### config.mk
export PLATFORM = sky130hd
export DESIGN_NAME = bubble_sort_engine_core
export DESIGN_NICKNAME = d
export VERILOG_FILES = /design/src/rtl/bse_pkg.sv /design/src/rtl/bse_sort.sv /design/src/rtl/bubble_sort_engine_core.sv
export SDC_FILE = /design/constraint.sdc
export NUM_CORES = 1
export LEC_CHECK = 0
export BUFFER_PORTS_ARGS = -buffer_cell sky130_fd_sc_hd__buf_2
export CAP_MARGIN = 0
export CORE_UTILIZATION = 27
export DETAILED_ROUTE_END_ITERATION = 10
export PLACE_DENSITY = 0.47
export SYNTH_ARGS = -nofsm -noshare
export SYNTH_HDL_FRONTEND = slang
export SYNTH_SLANG_ARGS = --single-unit
### constraint.sdc
create_clock -name i_clk -period 4.9 [get_ports i_clk]
set_clock_uncertainty 0.2 [all_clocks]
set_input_delay 0.245 -clock i_clk [delete_from_list [all_inputs] [get_ports i_clk]]
set_output_delay 0.245 -clock i_clk [all_outputs]
set_load 0.02 [all_outputs]
### src/rtl/bse_pkg.sv
// bse_pkg: payload types and fixed constants for the bubble sort engine.
// No dependencies. The sort module and the top level use it.
package bse_pkg;

    localparam int unsigned VAL_W = 32;

    typedef struct packed {
        logic signed [VAL_W-1:0] value;
        logic                    is_last;
    } t_in_item;

    typedef struct packed {
        logic signed [VAL_W-1:0] sorted_value;
        logic                    is_final;
        logic                    overflowed;
    } t_out_item;

endpackage

### src/rtl/bse_sort.sv
// bse_sort: value buffer memory plus the load / sort-pass / readout sequencer.
// Depends on bse_pkg. Results leave as one-cycle pulses into the top-level output register.
module bse_sort #(
    parameter int unsigned DEPTH = 16
) (
    input  logic                i_clk,
    input  logic                i_rst_n,
    input  logic                i_in_valid,
    input  bse_pkg::t_in_item   i_in_data,
    output logic                o_in_stall,
    input  logic                i_res_free,
    output logic                o_res_valid,
    output bse_pkg::t_out_item  o_res_data
);

    localparam int unsigned AW = (DEPTH > 1) ? $clog2(DEPTH) : 1;
    localparam int unsigned CW = $clog2(DEPTH + 1);

    typedef enum logic [5:0] {
        S_LOAD  = 6'b000001,
        S_START = 6'b000010,
        S_FIRST = 6'b000100,
        S_PASS  = 6'b001000,
        S_END   = 6'b010000,
        S_OUT   = 6'b100000
    } t_state;

    logic signed [bse_pkg::VAL_W-1:0] mem [DEPTH];
    logic signed [bse_pkg::VAL_W-1:0] r_rd_data;

    t_state                           r_state, n_state;
    logic [CW-1:0]                    r_count, n_count;
    logic                             r_drop, n_drop;
    logic                             r_swap, n_swap;
    logic [AW-1:0]                    r_idx, n_idx;
    logic signed [bse_pkg::VAL_W-1:0] r_carry, n_carry;
    logic                             r_pend, n_pend;
    logic                             r_fin, n_fin;

    logic                             we;
    logic [AW-1:0]                    waddr;
    logic signed [bse_pkg::VAL_W-1:0] wdata;
    logic [AW-1:0]                    raddr;
    logic                             room;
    logic [CW-1:0]                    cnt_after;
    logic [AW-1:0]                    last_idx;
    logic                             issue;

    assign room      = r_count < CW'(DEPTH);
    assign cnt_after = room ? (r_count + CW'(1)) : r_count;
    assign last_idx  = AW'(r_count - CW'(1));
    assign issue     = (r_state == S_OUT) && !r_pend && i_res_free;

    always_comb begin
        n_state = r_state;
        n_count = r_count;
        n_drop  = r_drop;
        n_swap  = r_swap;
        n_idx   = r_idx;
        n_carry = r_carry;
        n_pend  = 1'b0;
        n_fin   = r_fin;
        we      = 1'b0;
        waddr   = r_count[AW-1:0];
        wdata   = i_in_data.value;
        raddr   = r_idx;
        unique case (r_state)
            S_LOAD: begin
                if (i_in_valid) begin
                    if (room) begin
                        we      = 1'b1;
                        n_count = r_count + CW'(1);
                    end else begin
                        n_drop = 1'b1;
                    end
                    if (i_in_data.is_last) begin
                        n_idx   = '0;
                        n_state = (cnt_after < CW'(2)) ? S_OUT : S_START;
                    end
                end
            end
            S_START: begin
                raddr   = '0;
                n_swap  = 1'b0;
                n_state = S_FIRST;
            end
            S_FIRST: begin
                n_carry = r_rd_data;
                raddr   = AW'(1);
                n_idx   = AW'(1);
                n_state = S_PASS;
            end
            S_PASS: begin
                // carry holds the larger value bubbling up; the smaller one settles at idx-1
                we    = 1'b1;
                waddr = r_idx - AW'(1);
                if (r_carry > r_rd_data) begin
                    wdata  = r_rd_data;
                    n_swap = 1'b1;
                end else begin
                    wdata   = r_carry;
                    n_carry = r_rd_data;
                end
                if (r_idx == last_idx) begin
                    n_state = S_END;
                end else begin
                    raddr = r_idx + AW'(1);
                    n_idx = r_idx + AW'(1);
                end
            end
            S_END: begin
                we    = 1'b1;
                waddr = last_idx;
                wdata = r_carry;
                n_idx = '0;
                n_state = r_swap ? S_START : S_OUT;
            end
            S_OUT: begin
                if (issue) begin
                    n_pend = 1'b1;
                    n_fin  = (r_idx == last_idx);
                    n_idx  = r_idx + AW'(1);
                end
                if (r_pend && r_fin) begin
                    n_state = S_LOAD;
                    n_count = '0;
                    n_drop  = 1'b0;
                    n_swap  = 1'b0;
                    n_idx   = '0;
                end
            end
            default: begin
                n_state = S_LOAD;
            end
        endcase
    end

    always_ff @(posedge i_clk) begin
        if (we) begin
            mem[waddr] <= wdata;
        end
        r_rd_data <= mem[raddr];
    end

    always_ff @(posedge i_clk) begin
        if (!i_rst_n) begin
            r_state <= S_LOAD;
            r_count <= '0;
            r_drop  <= 1'b0;
            r_swap  <= 1'b0;
            r_idx   <= '0;
            r_pend  <= 1'b0;
            r_fin   <= 1'b0;
        end else begin
            r_state <= n_state;
            r_count <= n_count;
            r_drop  <= n_drop;
            r_swap  <= n_swap;
            r_idx   <= n_idx;
            r_pend  <= n_pend;
            r_fin   <= n_fin;
        end
    end

    always_ff @(posedge i_clk) begin
        r_carry <= n_carry;
    end

    assign o_in_stall               = (r_state != S_LOAD);
    assign o_res_valid              = r_pend;
    assign o_res_data.sorted_value  = r_rd_data;
    assign o_res_data.is_final      = r_fin;
    assign o_res_data.overflowed    = r_drop;

endmodule

### src/rtl/bubble_sort_engine_core.sv
// Load: one value per cycle; input stalls from the item marked last until the final result
// enters the output register. Sort: each pass over n values does one memory read and one
// write per cycle, repeated until a pass makes no swap, at most n passes. Readout: a result
// is fetched only once the previous one has passed on and the output register is free.
// Reset is synchronous, active low; it clears control state only, not the value memory.
// bubble_sort_engine_core: top level; output register over bse_sort. Depends on bse_pkg.
module bubble_sort_engine_core #(
    parameter int unsigned DEPTH = 16
) (
    input  logic                i_clk,
    input  logic                i_rst_n,
    input  logic                i_in_valid,
    input  bse_pkg::t_in_item   i_in_data,
    output logic                o_in_stall,
    output logic                o_out_valid,
    input  logic                i_out_stall,
    output bse_pkg::t_out_item  o_out_data
);

    logic               res_valid;
    bse_pkg::t_out_item res_data;
    logic               res_free;
    logic               r_out_valid;
    bse_pkg::t_out_item r_out_data;

    assign res_free = !r_out_valid || !i_out_stall;

    bse_sort #(
        .DEPTH (DEPTH)
    ) u_sort (
        .i_clk       (i_clk),
        .i_rst_n     (i_rst_n),
        .i_in_valid  (i_in_valid),
        .i_in_data   (i_in_data),
        .o_in_stall  (o_in_stall),
        .i_res_free  (res_free),
        .o_res_valid (res_valid),
        .o_res_data  (res_data)
    );

    always_ff @(posedge i_clk) begin
        if (!i_rst_n) begin
            r_out_valid <= 1'b0;
        end else if (res_valid) begin
            r_out_valid <= 1'b1;
        end else if (!i_out_stall) begin
            r_out_valid <= 1'b0;
        end
    end

    always_ff @(posedge i_clk) begin
        if (res_valid) begin
            r_out_data <= res_data;
        end
    end

    assign o_out_valid = r_out_valid;
    assign o_out_data  = r_out_data;

    // a result from the memory only lands in an empty output register
    a_no_overwrite: assert property (@(posedge i_clk) disable iff (!i_rst_n)
        res_valid |-> !r_out_valid)
        else $error("result overwrote a pending transfer");

    // nothing follows the final result of a set in the next cycle
    a_final_gap: assert property (@(posedge i_clk) disable iff (!i_rst_n)
        (o_out_valid && !i_out_stall && o_out_data.is_final) |=> !o_out_valid)
        else $error("result directly after final transfer");

    // input is held off while a result is being fetched
    a_stall_in_readout: assert property (@(posedge i_clk) disable iff (!i_rst_n)
        res_valid |-> o_in_stall)
        else $error("input accepted during readout");

endmodule

==> implementation parameters, run 1 <==
Parameter                              Value

Layout
  Multi-input gate area ... around 0.0065 mm2
  Layout net count ... 1918
  Fill cell instance count of the final layout ... 9155
  Layout cell share with drive strength beyond 1 ... 0.138
  Area delta synth->final ... 18.2%
  Number of standard cells in the layout, taps in and fillers out ... between 3000 and 4000
  Area of all sequential standard cells ... 0.0184 mm2

Clocking
  Quantity of gates resized following cts ... 0
  # H-tree levels ... 3
  Clock-pin slew of the registers on the worst-case setup and hold paths ... 60 ps
  Post-CTS setup buffer count ... 0
  Cell at the root of the clock tree ... sky130_fd_sc_hd__clkbuf_16
  TritonCTS clock tree ... built
  Number of clock buffers inserted by TritonCTS ... 70
  Total number of clock tree sinks ... 630
  Clock latency on the worst-skew pair ... a little over 600 ps
  Longest Clk Path Bufs ... 3

Critical path
  Critical Path Sink Type ... flop
  Startpoint types ... flop
  Top fanout value on the critical path ... 21
  Data required time at the worst endpoint ... 5030 ps
  Critical path class ... reg -> reg
  Data arrival, critical path ... 4480 ps

Global route
  Fraction of met2 tracks used by global routing ... 0.233
  Remaining global-route overflow ... 0
  Met1 track demand over resource ... 0.215
  Largest net degree at the start of global routing ... 97
  Met3 global-route usage ... 0.0305
  Antenna violations before repair ... 7
  Global-route layer with the greatest usage ... met2
  Vias in the first global route ... 15200
  First-pass GRT wire length ... 105 mm
  Overall Global Routing Usage ... 0.152

Synthesis
  Mean instance size in the synthesized netlist ... 14.5 um2
  Largest family of logic cells by synthesized area ... compound AO/OA/AOI/OAI gates
  Top cells by area, synth ... sky130_fd_sc_hd__edfxtp_1 69%, sky130_fd_sc_hd__dfxtp_1 4.1%, sky130_fd_sc_hd__mux2i_1 3.8%
  Compound-cell area share of the yosys netlist ... 0.107
  Mux cell area share after synthesis ... 0.0388
  Synthesized flop and latch total ... 630
  Share of synthesized registers carrying an async set or reset ... 0
  Count of warnings emitted by yosys ... 0
  Post-Synthesis Net Count ... 1824
  Area fraction of the dominant cell type after synthesis ... 0.686
  Share of the synthesized netlist area taken by xor and xnor gates ... 0.00425
  Post-synthesis simple-gate area fraction ... 0.0790
  Synthesized instance count ... 1751
  Part of the Yosys area used for sequential elements ... 0.727
  Cell type with the highest aggregate area in the netlist ... sky130_fd_sc_hd__edfxtp_1
  Number of enable-type register cells in the synthesized netlist ... 578
  Synthesized-area fraction occupied by adder cells ... 0.0178
  Most used flip-flop cell after synthesis ... sky130_fd_sc_hd__edfxtp_1
  Library cells used by synthesis ... 67
  Mapped Area ... 0.0253 mm2

STA
  RSZ-0062 raised after global routing ... false
  Final-report max-slew violation count ... 0
  Measured slew at the worst slew-check pin ... 985 ps
  Final-report hold violation count ... 0
  Worst-case headroom to the max-slew limit ... 0.343
  Final TNS setup ... 0 ps
  Highest attainable clock frequency ... 230 MHz
  Hold_ws ... approximately 230 ps
  Setup violators final ... 0
  Minimum clock period ... 4350 ps
  Tcrit/Tclk final ... 0.888

Floorplanning
  IO Pins ... 73
  Effective utilization at floorplan ... 0.275
  Die footprint ... 0.0950 mm2
  Rows ... 111
  Die span in x ... 308 um
  CORE AREA ... 0.0922 mm2
  Die span in y ... between 300 and 400 um

Detailed routing
  DR vias ... around 15000
  Wire length per cell after detailed routing ... 23.0 um
  Final Routed Wirelength ... 72.4 mm
  Number of detailed-routing iterations run before antenna repair ... 5
  Remaining design rule violation count ... 0
  Number of design-rule violations left by the first detailed-router iteration ... 1408
  Via-per-instance ratio ... about 4.9
  Post-detailed-route count of antenna-violating nets ... 0

Worst hold path
  Hold Path Class ... reg -> reg

Placement
  Port buffer count ... 72
  Placer Congestion ... between 0.7 and 0.8
  Estimated wirelength of the detail-placed design ... 40.2 mm
  Post-Place Cells ... 3011

Pwr
  Total leakage power ... 10.5 nW
  Max VDD drop ... 0.218 mV
  Ratio of total power to cell area ... 421 mW/mm2

Run
  Max-cap check violation count ... 0

Run status
  Status ... completed
==> layout by cell type (no fill, tap or decap), types with 33 or more instances in the layout <==
cell type,netlist,routed
sky130_fd_sc_hd__dfxtp_1,52,51
sky130_fd_sc_hd__and3_1,39,39
sky130_fd_sc_hd__inv_1,44,44
sky130_fd_sc_hd__clkbuf_16,0,73
sky130_fd_sc_hd__a21oi_1,147,147
sky130_fd_sc_hd__a221o_1,96,96
sky130_fd_sc_hd__ha_1,36,36
sky130_fd_sc_hd__a221oi_1,33,33
sky130_fd_sc_hd__buf_4,10,36
sky130_fd_sc_hd__edfxtp_1,578,578
sky130_fd_sc_hd__nand3_1,72,71
sky130_fd_sc_hd__nand2_1,252,250
sky130_fd_sc_hd__mux2i_1,97,97
sky130_fd_sc_hd__buf_2,33,72
sky130_fd_sc_hd__a31oi_1,35,35
==> cell type report <==
cell class                      count  share of cell area
Antenna cell                        1           0.0000836
Tap cell                         1243              0.0520
Multi-Input combinational cell    965               0.216
Timing Repair Buffer              134              0.0368
Inverter                           44             0.00552
Sequential cell                   630               0.615
Clock buffer                      105              0.0674
Clock inverter                     22             0.00778
==> through the flow <==
step	util	worst slack, ps	cell area (um2)	power [mW]
2_1_floorplan	-	416	25300	7.04
3_3_place_gp	0.300	624	27600	7.53
3_5_place_dp	0.300	538	27600	7.54
4_1_cts	0.325	487	29900	12.7
5_1_grt	0.325	270	29900	13.1
6_report	0.325	546	29900	12.6
==> state kept, by name, indices dropped and copies added (netlist names) <==
register and flops:
o_out_valid 1, u_sort.r_state 6, u_sort.r_carry 32, u_sort.r_idx 4, u_sort.r_drop 1, o_out_data 34
u_sort.r_rd_data 32, u_sort.r_count 5, u_sort.r_swap 1, u_sort.o_res_valid 1, u_sort.r_fin 1, u_sort.mem 512
==> critical path: stages (launching register included) <==
cell	delay, ps
sky130_fd_sc_hd__dfxtp_1	460
sky130_fd_sc_hd__inv_1	80
sky130_fd_sc_hd__ha_1	390
sky130_fd_sc_hd__and4_1	290
sky130_fd_sc_hd__and3_1	280
sky130_fd_sc_hd__nand3_1	270
sky130_fd_sc_hd__o32ai_1	350
sky130_fd_sc_hd__a31oi_1	150
sky130_fd_sc_hd__o21ai_4	750
sky130_fd_sc_hd__buf_4	320
sky130_fd_sc_hd__a221o_1	520
==> path summary, 6_finish.rpt <==
kind / startpoint / end / slack [ps] / cells past startpoint
worst max-delay path: u_sort.r_rd_data[31]$_DFF_P_ / u_sort.mem[8][3]$_DFFE_PP_ / 550 / 10
worst min-delay path: u_sort.r_drop$_SDFFE_PN0P_ / o_out_data[0]$_DFFE_PP_ / 230 / 0
worst max register to register: u_sort.r_rd_data[31]$_DFF_P_ / u_sort.mem[8][3]$_DFFE_PP_ / 550 / 10
worst min register to register: u_sort.r_drop$_SDFFE_PN0P_ / o_out_data[0]$_DFFE_PP_ / 230 / 0
==> Yosys cell counts, types with 3 or more instances <==
library cell               instances
sky130_fd_sc_hd__nor2b_1           8
sky130_fd_sc_hd__a221oi_1         33
sky130_fd_sc_hd__o22ai_1           3
sky130_fd_sc_hd__a31oi_1          35
sky130_fd_sc_hd__and3_1           39
sky130_fd_sc_hd__nor2_1           35
sky130_fd_sc_hd__nor3_1            7
sky130_fd_sc_hd__and2_1            5
sky130_fd_sc_hd__nor3b_1           4
sky130_fd_sc_hd__nand3_1          72
sky130_fd_sc_hd__inv_1            44
sky130_fd_sc_hd__o21ai_0          16
sky130_fd_sc_hd__or2_2             3
sky130_fd_sc_hd__o21bai_1          3
sky130_fd_sc_hd__xnor2_1           6
sky130_fd_sc_hd__a221o_1          96
sky130_fd_sc_hd__nand2b_1          5
sky130_fd_sc_hd__clkbuf_1         65
sky130_fd_sc_hd__o221ai_1          5
sky130_fd_sc_hd__edfxtp_1        578
sky130_fd_sc_hd__mux2i_1          97
sky130_fd_sc_hd__dfxtp_1          52
sky130_fd_sc_hd__or4_1             3
sky130_fd_sc_hd__nand2_1         252
sky130_fd_sc_hd__o21ai_1           6
sky130_fd_sc_hd__a21oi_1         147
sky130_fd_sc_hd__a21o_1            8
sky130_fd_sc_hd__buf_2            33
sky130_fd_sc_hd__buf_4            10
sky130_fd_sc_hd__o21a_1            3
sky130_fd_sc_hd__ha_1             36
==> logic make-up after synthesis <==
logic type,after synthesis
xor gates and xnor gates,9
DFF,630
AOI/OAI and AO/OA,376
buffers and inverters,156
and+or+nand+nor,446
muxes,98
adders and majority gates,36
==> where the power goes <==
part | switching (mW) | internal (mW)
logic | 0.711 | 0.358
clock network | 2.11 | 3.07
registers | 0.160 | 6.19
total | 2.98 | 9.62
==> routing by layer <==
metal  routed length, um  share of wire  vias to the layer above
met5                  13        0.00018                        -
met4                1880          0.026                        2
met3                4230          0.058                      118
met2               32700           0.45                      454
met1               33600           0.46                     7940
li1                    -              -                     6957
==> repair_timing <==
item | CTS | global route
endpoints found under the hold margin | 20 | 0
endpoints found under the setup margin | 0 | 0
hold buffers | 5 | 0
(Power assumes the default switching activity.)
==> run 2, diff against run 1 <==
--- a/config.mk
+++ b/config.mk
@@ -7,9 +7,12 @@
 export LEC_CHECK = 0
 export BUFFER_PORTS_ARGS = -buffer_cell sky130_fd_sc_hd__buf_2
 export CAP_MARGIN = 0
-export CORE_UTILIZATION = 27
+export CELL_PAD_IN_SITES_DETAIL_PLACEMENT = 0
+export CELL_PAD_IN_SITES_GLOBAL_PLACEMENT = 2
+export CORE_UTILIZATION = 45
 export DETAILED_ROUTE_END_ITERATION = 10
-export PLACE_DENSITY = 0.47
+export PLACE_DENSITY = 0.85
 export SYNTH_ARGS = -nofsm -noshare
 export SYNTH_HDL_FRONTEND = slang
+export SYNTH_HIERARCHICAL = 1
 export SYNTH_SLANG_ARGS = --single-unit
==> run 2 against run 1 <==
Compared with the run above:
- clock power down 4.3%
- cell count down 14%
- worst hold slack worse by 5.5 ps
- area after synthesis up 0.99%
- routed wire length down 2.9%
- global-route usage up 9.3 points
- non-clock buffer count down 6
- flip-flop and latch count unchanged
- combinational power up 35%
- highest routed layer is now met4
- sequential share of layout area up 1.3 points
- cell area down 2.1%
- synthesized cell count up 3.1%
==> implementation parameters, run 2 <==
Parameter                              Value

Run status
  Status ... completed (unchanged)

Synthesis
  Part of the Yosys area used for sequential elements ... 0.720 (was 0.727)
  Count of warnings emitted by yosys ... 6 (was 0)
  Top cells by area, synth ... sky130_fd_sc_hd__edfxtp_1 68%, sky130_fd_sc_hd__nand2_1 5.7%, sky130_fd_sc_hd__dfxtp_1 4.1% (was sky130_fd_sc_hd__edfxtp_1 69%, sky130_fd_sc_hd__dfxtp_1 4.1%, sky130_fd_sc_hd__mux2i_1 3.8%)
  Cell type with the highest aggregate area in the netlist ... sky130_fd_sc_hd__edfxtp_1 (unchanged)
  Most used flip-flop cell after synthesis ... sky130_fd_sc_hd__edfxtp_1 (unchanged)
  Area fraction of the dominant cell type after synthesis ... 0.679 (was 0.686)
  Number of enable-type register cells in the synthesized netlist ... 578 (unchanged)
  Post-Synthesis Net Count ... 1878 (was 1824)
  Mapped Area ... 0.0256 mm2 (was 0.0253 mm2)
  Synthesized instance count ... 1805 (was 1751)
  Mean instance size in the synthesized netlist ... 14.2 um2 (was 14.5 um2)
  Library cells used by synthesis ... 70 (was 67)
  Share of synthesized registers carrying an async set or reset ... 0 (unchanged)
  Most frequent cells after synthesis ... 578 x sky130_fd_sc_hd__edfxtp_1, 386 x sky130_fd_sc_hd__nand2_1, 90 x sky130_fd_sc_hd__a21oi_1 (was 578 x sky130_fd_sc_hd__edfxtp_1, 252 x sky130_fd_sc_hd__nand2_1, 147 x sky130_fd_sc_hd__a21oi_1)
  Synthesized flop and latch total ... 630 (unchanged)
  Most repeated cell in the gate-level netlist after synthesis ... sky130_fd_sc_hd__edfxtp_1 (unchanged)

Floorplanning
  Die span in y ... 240 um (was 308 um)
  IO Pins ... 73 (unchanged)
  CORE AREA ... 0.0563 mm2 (was 0.0922 mm2)
  Rows ... 87 (was 111)
  Die footprint ... 0.0578 mm2 (was 0.0950 mm2)
  Effective utilization at floorplan ... 0.454 (was 0.275)
  Die span in x ... 240 um (was 308 um)

Placement
  Placer Congestion ... 0.800 (was 0.751)
  Port buffer count ... 72 (unchanged)
  DP Worst Slack ... 802 ps (was 538 ps)
  Area post-placement ... 0.0271 mm2 (was 0.0276 mm2)
  Estimated wirelength of the detail-placed design ... 37.2 mm (was 40.2 mm)

STA
  Measured slew at the worst slew-check pin ... 895 ps (was 985 ps)
  Final TNS setup ... 0 ps (unchanged)
  Setup violators final ... 0 (unchanged)
  RSZ-0062 raised after global routing ... false (unchanged)
  Worst-case headroom to the max-slew limit ... 0.402 (was 0.343)
  Highest attainable clock frequency ... 242 MHz (was 230 MHz)
  Tcrit/Tclk final ... 0.843 (was 0.888)
  Worst Setup Slack, final ... 769 ps (was 546 ps)
  Minimum clock period ... 4130 ps (was 4350 ps)
  Final-report hold violation count ... 0 (unchanged)
  Final-report max-slew violation count ... 0 (unchanged)

Critical path
  Top fanout value on the critical path ... 23 (was 21)
  Logic depth of the worst register-to-register path ... 10 (unchanged)
  Worst path slowest cell ... sky130_fd_sc_hd__or4_4 (was sky130_fd_sc_hd__o21ai_4)
  Critical path class ... reg -> reg (unchanged)
  Startpoint types ... flop (unchanged)
  Ordered list of cells on the worst path ... inv_1 > ha_1 > nand2_1 > or4_4 > or4_1 > o21ai_2 > a21oi_2 > o31ai_4 > buf_4 > a221o_1 (was inv_1 > ha_1 > and4_1 > and3_1 > nand3_1 > o32ai_1 > a31oi_1 > o21ai_4 > buf_4 > a221o_1)
  Data arrival, critical path ... 4270 ps (was 4480 ps)
  Biggest cell delay along the critical path ... 590 ps (was 750 ps)
  Data required time at the worst endpoint ... 5040 ps (was 5030 ps)
  Critical Path Sink Type ... flop (unchanged)

Layout
  Largest register by flop count ... u_sort/mem (was u_sort.mem)
  Design Area, Final ... 0.0293 mm2 (was 0.0299 mm2)
  Commonest non-fill, non-tap cell in the layout ... sky130_fd_sc_hd__edfxtp_1 (unchanged)
  Fill cell instance count of the final layout ... 4623 (was 9155)
  Layout cell share with drive strength beyond 1 ... 0.136 (was 0.138)
  Area delta synth->final ... 14.6% (was 18.2%)
  Flip-flop count of the largest register, all copies and words added ... 512 (unchanged)
  Multi-input gate area ... 0.00660 mm2 (was 0.00646 mm2)
  Antenna diode count ... 0 (was 1)
  Area of all sequential standard cells ... 0.0184 mm2 (unchanged)
  Layout net count ... 1968 (was 1918)
  Commonest cells after routing, fill and taps aside ... 578 x sky130_fd_sc_hd__edfxtp_1, 386 x sky130_fd_sc_hd__nand2_1, 90 x sky130_fd_sc_hd__a21oi_1, 72 x sky130_fd_sc_hd__buf_2, 70 x sky130_fd_sc_hd__and3_1 (was 578 x sky130_fd_sc_hd__edfxtp_1, 250 x sky130_fd_sc_hd__nand2_1, 147 x sky130_fd_sc_hd__a21oi_1, 97 x sky130_fd_sc_hd__mux2i_1, 96 x sky130_fd_sc_hd__a221o_1)

Global route
  Vias in the first global route ... 15200 (about the same)
  Remaining global-route overflow ... 0 (unchanged)
  Largest net degree at the start of global routing ... 115 (was 97)
  First-pass GRT wire length ... 100 mm (was 105 mm)
  Antenna violations before repair ... 3 (was 7)
  Overall Global Routing Usage ... 0.245 (was 0.152)

Detailed routing
  Post-detailed-route count of antenna-violating nets ... 0 (unchanged)
  Number of design-rule violations left by the first detailed-router iteration ... 1823 (was 1408)
  Remaining design rule violation count ... 0 (unchanged)
  Final Routed Wirelength ... 70.3 mm (was 72.4 mm)
  DR vias ... 16000 (was 15500)
  Number of detailed-routing iterations run before antenna repair ... 6 (was 5)
  Wire length per cell after detailed routing ... 26.0 um (was 23.0 um)
  Via-per-instance ratio ... 5.91 (was 4.92)

Clocking
  Cell at the root of the clock tree ... sky130_fd_sc_hd__clkbuf_16 (unchanged)
  Clock-pin slew of the registers on the worst-case setup and hold paths ... 70 ps (was 60 ps)
  # H-tree levels ... 3 (unchanged)
  Clock latency on the worst-skew pair ... 620 ps (was 610 ps)
  Number of clock buffers inserted by TritonCTS ... 67 (was 70)
  Longest Clk Path Bufs ... 3 (unchanged)
  Total number of clock tree sinks ... 630 (unchanged)
  TritonCTS clock tree ... built (unchanged)

Run
  Max-cap check violation count ... 0 (unchanged)

Pwr
  Ratio of total power to cell area ... 443 mW/mm2 (was 421 mW/mm2)
  Max VDD drop ... 0.283 mV (was 0.218 mV)
  Total leakage power ... 10.5 nW (about the same)

Worst hold path
  Hold Path Class ... reg -> reg (unchanged)
  Number of cells on the worst hold path ... 0 (unchanged)
## run 2: cell type report
class | instances | share of cell area
Timing Repair Buffer | 128 | 0.0357
Clock buffer | 89 | 0.0607
Inverter | 46 | 0.00589
Clock inverter | 31 | 0.0123
Sequential cell | 630 | 0.628
Tap cell | 756 | 0.0323
Multi-Input combinational cell | 1022 | 0.225
## run 2: power by group
group          total [mW]  switching, mW  internal (mW)  leakage, nW
logic                1.44          0.876          0.562         3.82
clock network        4.95           2.09           2.86         1.04
registers            6.59          0.256           6.33         5.65
total                13.0           3.22           9.75         10.5
## run 2: logic make-up after synthesis
family	synth area share
DFF	0.720
adders and majority gates	0.0176
and+or+nand+nor	0.107
AOI/OAI and AO/OA	0.0945
xor gates and xnor gates	0.00538
muxes	0.0255
buffers and inverters	0.0301
## run 2: worst paths after layout
check | from | end | slack [ps]
max | u_sort/r_rd_data[31]$_DFF_P_ | u_sort/mem[1][25]$_DFFE_PP_ | 770
max reg2reg | u_sort/r_rd_data[31]$_DFF_P_ | u_sort/mem[1][25]$_DFFE_PP_ | 770
min reg2reg | u_sort/r_drop$_SDFFE_PN0P_ | o_out_data[0]$_DFFE_PP_ | 230
min | u_sort/r_drop$_SDFFE_PN0P_ | o_out_data[0]$_DFFE_PP_ | 230
## run 2: layer usage
layer / global-route usage / share of wire / routed length (um)
met1: 0.339 / 0.42 / 29600
met2: 0.397 / 0.47 / 33300
met3: 0.0419 / 0.081 / 5670
met4: 0.0751 / 0.025 / 1740
met5: 0 / 0 / 0
## run 2: worst max-delay path, delay by kind of cell, from the launching register on
kind,cells,cell delay [ps]
adder cells (fa/ha/maj),1,430
flip-flops,1,420
AND/OR/NAND/NOR,3,1300
AO/OA/AOI/OAI,4,1010
buffers and inverters,2,480
## run 2: per-stage QoR
step           std cells  hold slack (ps)  total power [mW]   util
2_1_floorplan       1805              173              7.53      -
5_1_grt             2702              259              13.4  0.521
6_report            2702              228              13.0  0.521
3_5_place_dp        2576              228              8.12  0.482
4_1_cts             2702              227              13.0  0.521
3_3_place_gp        2576              220              8.10  0.482
## run 2: timing repair
item                      in CTS  in global routing
gates resized for setup        0                  0
hold buffers                   6                  0
hold endpoints to repair      20                  0
setup buffers                  0                  0
==> run 3, diff against run 2 <==
--- a/config.mk
+++ b/config.mk
@@ -9,9 +9,9 @@
 export CAP_MARGIN = 0
 export CELL_PAD_IN_SITES_DETAIL_PLACEMENT = 0
 export CELL_PAD_IN_SITES_GLOBAL_PLACEMENT = 2
-export CORE_UTILIZATION = 45
+export CORE_UTILIZATION = 41
 export DETAILED_ROUTE_END_ITERATION = 10
-export PLACE_DENSITY = 0.85
+export PLACE_DENSITY = 0.82
 export SYNTH_ARGS = -nofsm -noshare
 export SYNTH_HDL_FRONTEND = slang
 export SYNTH_HIERARCHICAL = 1
==> constraint.sdc (replaced) <==
create_clock -name i_clk -period 3.3 [get_ports i_clk]
set_clock_uncertainty 0.2 [all_clocks]
set_input_delay 0.165 -clock i_clk [delete_from_list [all_inputs] [get_ports i_clk]]
set_output_delay 0.165 -clock i_clk [all_outputs]
set_load 0.02 [all_outputs]
==> run 3 against run 2 <==
Compared with the run above:
- the run now ends with hold timing, setup timing left
- fmax up 18%
- critical path depth unchanged
- worst setup slack worse by 970 ps
- cell count up 9.7%
- highest routed layer is now met5
==> implementation parameters, run 3 (synthesis gave the netlist of run 2 again) <==
Parameter                              Value

Run status
  Status ... complete, but fails checks (was completed)
  Failing checks ... hold timing, setup timing

STA
  Worst-case headroom to the max-slew limit ... 0.579 (was 0.402)
  Worst Setup Slack, final ... -199 ps (was 769 ps)
  Minimum clock period ... 3500 ps (was 4130 ps)
  Setup violators final ... 551 (was 0)
  Measured slew at the worst slew-check pin ... 632 ps (was 895 ps)
  Final-report hold violation count ... 24 (was 0)
  RSZ-0062 raised after global routing ... true (was false)
  Hold_ws ... -20.8 ps (was 228 ps)
  Tcrit/Tclk final ... 1.06 (was 0.843)
  Highest attainable clock frequency ... 286 MHz (was 242 MHz)
  Final-report max-slew violation count ... 0 (unchanged)

Clocking
  Longest Clk Path Bufs ... 3 (unchanged)
  Clock latency on the worst-skew pair ... 600 ps (was 620 ps)
  Clock-pin slew of the registers on the worst-case setup and hold paths ... 60 ps (was 70 ps)
  # H-tree levels ... 3 (unchanged)
  Cell at the root of the clock tree ... sky130_fd_sc_hd__clkbuf_16 (unchanged)
  TritonCTS clock tree ... built (unchanged)
  Number of clock buffers inserted by TritonCTS ... 67 (unchanged)
  Total number of clock tree sinks ... 630 (unchanged)

Worst hold path
  Hold Path Class ... in -> reg (was reg -> reg)
  Worst Hold Launch ... i_in_data[28] (was u_sort/r_drop$_SDFFE_PN0P_)
  End of the worst hold path ... u_sort/mem[1][27]$_DFFE_PP_ (was o_out_data[0]$_DFFE_PP_)
  Number of cells on the worst hold path ... 3 (was 0)

Detailed routing
  DR vias ... 17000 (was 16000)
  Via-per-instance ratio ... 5.72 (was 5.91)
  Number of detailed-routing iterations run before antenna repair ... 5 (was 6)
  Remaining design rule violation count ... 0 (unchanged)
  Wire length per cell after detailed routing ... 25.2 um (was 26.0 um)
  Post-detailed-route count of antenna-violating nets ... 0 (unchanged)
  Number of design-rule violations left by the first detailed-router iteration ... 1837 (was 1823)
  Final Routed Wirelength ... 74.6 mm (was 70.3 mm)

Floorplanning
  Effective utilization at floorplan ... 0.414 (was 0.454)
  Rows ... 91 (was 87)
  Die span in x ... 252 um (was 240 um)
  Die footprint ... 0.0634 mm2 (was 0.0578 mm2)
  CORE AREA ... 0.0617 mm2 (was 0.0563 mm2)
  Die span in y ... 252 um (was 240 um)
  IO Pins ... 73 (unchanged)

Placement
  Placer Congestion ... 0.840 (was 0.800)
  Port buffer count ... 72 (unchanged)
  Estimated wirelength of the detail-placed design ... 44.6 mm (was 37.2 mm)
  DP Worst Slack ... -492 ps (was 802 ps)
  Area post-placement ... 0.0289 mm2 (was 0.0271 mm2)

Global route
  First-pass GRT wire length ... 107 mm (was 100 mm)
  Antenna violations before repair ... 4 (was 3)
  Remaining global-route overflow ... 0 (unchanged)
  Largest net degree at the start of global routing ... 47 (was 115)
  Vias in the first global route ... 16100 (was 15200)
  Overall Global Routing Usage ... 0.234 (was 0.245)

Layout
  Flip-flop count of the largest register, all copies and words added ... 512 (unchanged)
  Largest register by flop count ... u_sort/mem (unchanged)
  Area delta synth->final ... 24.4% (was 14.6%)
  Commonest non-fill, non-tap cell in the layout ... sky130_fd_sc_hd__edfxtp_1 (unchanged)
  Commonest cells after routing, fill and taps aside ... 578 x sky130_fd_sc_hd__edfxtp_1, 386 x sky130_fd_sc_hd__nand2_1, 131 x sky130_fd_sc_hd__buf_4, 87 x sky130_fd_sc_hd__a21oi_1, 72 x sky130_fd_sc_hd__buf_2 (was 578 x sky130_fd_sc_hd__edfxtp_1, 386 x sky130_fd_sc_hd__nand2_1, 90 x sky130_fd_sc_hd__a21oi_1, 72 x sky130_fd_sc_hd__buf_2, 70 x sky130_fd_sc_hd__and3_1)
  Layout net count ... 2146 (was 1968)
  Design Area, Final ... 0.0318 mm2 (was 0.0293 mm2)
  Layout cell share with drive strength beyond 1 ... 0.220 (was 0.136)
  Fin util ... 0.516 (was 0.521)

Critical path
  RR Endpoint ... u_sort/mem[7][4]$_DFFE_PP_ (was u_sort/mem[1][25]$_DFFE_PP_)
  Top fanout value on the critical path ... 20 (was 23)
  Cell family contributing the most delay on the critical path ... simple AND/OR/NAND/NOR gates (unchanged)
  Internal reg-to-reg setup slack ... -200 ps (was 770 ps)
  Data required time at the worst endpoint ... 3500 ps (was 5040 ps)
  Count of cell instances traversed by the critical path ... 10 (unchanged)
  Worst path bufs/invs ... 1 (was 2)
  Critical Path Sink Type ... flop (unchanged)
  Data arrival, critical path ... 3700 ps (was 4270 ps)
  Worst path slowest cell ... sky130_fd_sc_hd__or4_4 (unchanged)
  Worst r2r src ... u_sort/r_carry[11]$_DFFE_PP_ (was u_sort/r_rd_data[31]$_DFF_P_)
  Most numerous cell on the critical path ... sky130_fd_sc_hd__or4_4
  Ordered list of cells on the worst path ... ha_1 > nand2_1 > or4_4 > or2_4 > or4_4 > o21ai_2 > a21oi_2 > o31ai_4 > buf_12 > a221o_1 (was inv_1 > ha_1 > nand2_1 > or4_4 > or4_1 > o21ai_2 > a21oi_2 > o31ai_4 > buf_4 > a221o_1)
  Startpoint types ... flop (unchanged)
  Critical path class ... reg -> reg (unchanged)
  Biggest cell delay along the critical path ... 510 ps (was 590 ps)
  Logic depth of the worst register-to-register path ... 10 (unchanged)

Pwr
  Total leakage power ... 11.6 nW (was 10.5 nW)
  Ratio of total power to cell area ... 628 mW/mm2 (was 443 mW/mm2)
  Max VDD drop ... 0.427 mV (was 0.283 mV)

Run
  Max-cap check violation count ... 0 (unchanged)
-- run 3: changes by cell type in the layout (fill, tap and decap cells not counted), moves of 11 or more --
cell,change
sky130_fd_sc_hd__a221o_1,-30
sky130_fd_sc_hd__a221o_2,+11
sky130_fd_sc_hd__a221o_4,+29
sky130_fd_sc_hd__buf_12,+46
sky130_fd_sc_hd__buf_4,+101
sky130_fd_sc_hd__dlygate4sd3_1,+18
-- run 3: worst max-delay path by stage --
stage                              startpoint                           to  slack [ps]
3_3_place_gp     u_sort/r_carry[15]$_DFFE_PP_   u_sort/mem[6][0]$_DFFE_PP_        -410
2_1_floorplan  u_sort/r_state[4]$_SDFFE_PN0P_   u_sort/mem[6][0]$_DFFE_PP_        -510
4_1_cts          u_sort/r_carry[26]$_DFFE_PP_  u_sort/mem[15][5]$_DFFE_PP_        -170
6_report         u_sort/r_carry[11]$_DFFE_PP_   u_sort/mem[7][4]$_DFFE_PP_        -200
3_5_place_dp     u_sort/r_carry[14]$_DFFE_PP_   u_sort/mem[6][0]$_DFFE_PP_        -490
5_1_grt          u_sort/r_carry[27]$_DFFE_PP_  u_sort/mem[14][0]$_DFFE_PP_        -270
-- run 3: repair_timing --
item / in CTS / in global routing
pin swaps: 38 / 7
setup endpoints to repair: 546 / 577
hold endpoints to repair: 196 / 95
buffers inserted: 3 / 2
gates resized for setup: 58 / 19
hold buffers: 18 / 6
cloned: 8 / 4
-- run 3: worst reg2reg max path, cell delays in order (launching register included) --
cell and delay [ps]:
sky130_fd_sc_hd__edfxtp_1 420, sky130_fd_sc_hd__ha_1 330, sky130_fd_sc_hd__nand2_1 80, sky130_fd_sc_hd__or4_4 510
sky130_fd_sc_hd__or2_4 260, sky130_fd_sc_hd__or4_4 420, sky130_fd_sc_hd__o21ai_2 150, sky130_fd_sc_hd__a21oi_2 70
sky130_fd_sc_hd__o31ai_4 300, sky130_fd_sc_hd__buf_12 260, sky130_fd_sc_hd__a221o_1 330
-- run 3: layout make-up --
type / instances / area (um2)
sequential: 630 / 18400
clock buffer: 86 / 1810
antenna: 4 / 10.0
fill: 5079 / 29900
tap: 837 / 1050
multi-input combinational: 1032 / 7100
inverter: 46 / 173
timing repair buffer: 296 / 2970
clock inverter: 33 / 308
-- run 3: layer usage --
layer | track usage | part of all wire
met2 | 0.373 | 0.47
met5 | 0 | 0.00035
met1 | 0.318 | 0.42
met3 | 0.0468 | 0.084
met4 | 0.0821 | 0.030
-- run 3: per-stage QoR --
step	cells	hold WS [ps]	setup TNS, ps	power [mW]
5_1_grt	2962	1.82	-127050	20.6
2_1_floorplan	1805	93.2	-182410	11.2
3_5_place_dp	2800	219	-222760	12.6
6_report	2964	-20.8	-83020	20.0
3_3_place_gp	2800	219	-179150	12.6
4_1_cts	2948	3.23	-67720	20.0
-- run 3: report_power, final --
group	switching, mW	internal (mW)	leakage (nW)	total (mW)
Sequential	0.192	9.39	5.65	9.59
Combinational	1.79	1.29	4.95	3.07
Clock	3.04	4.27	1.03	7.31
Total	5.02	14.9	11.6	20.0
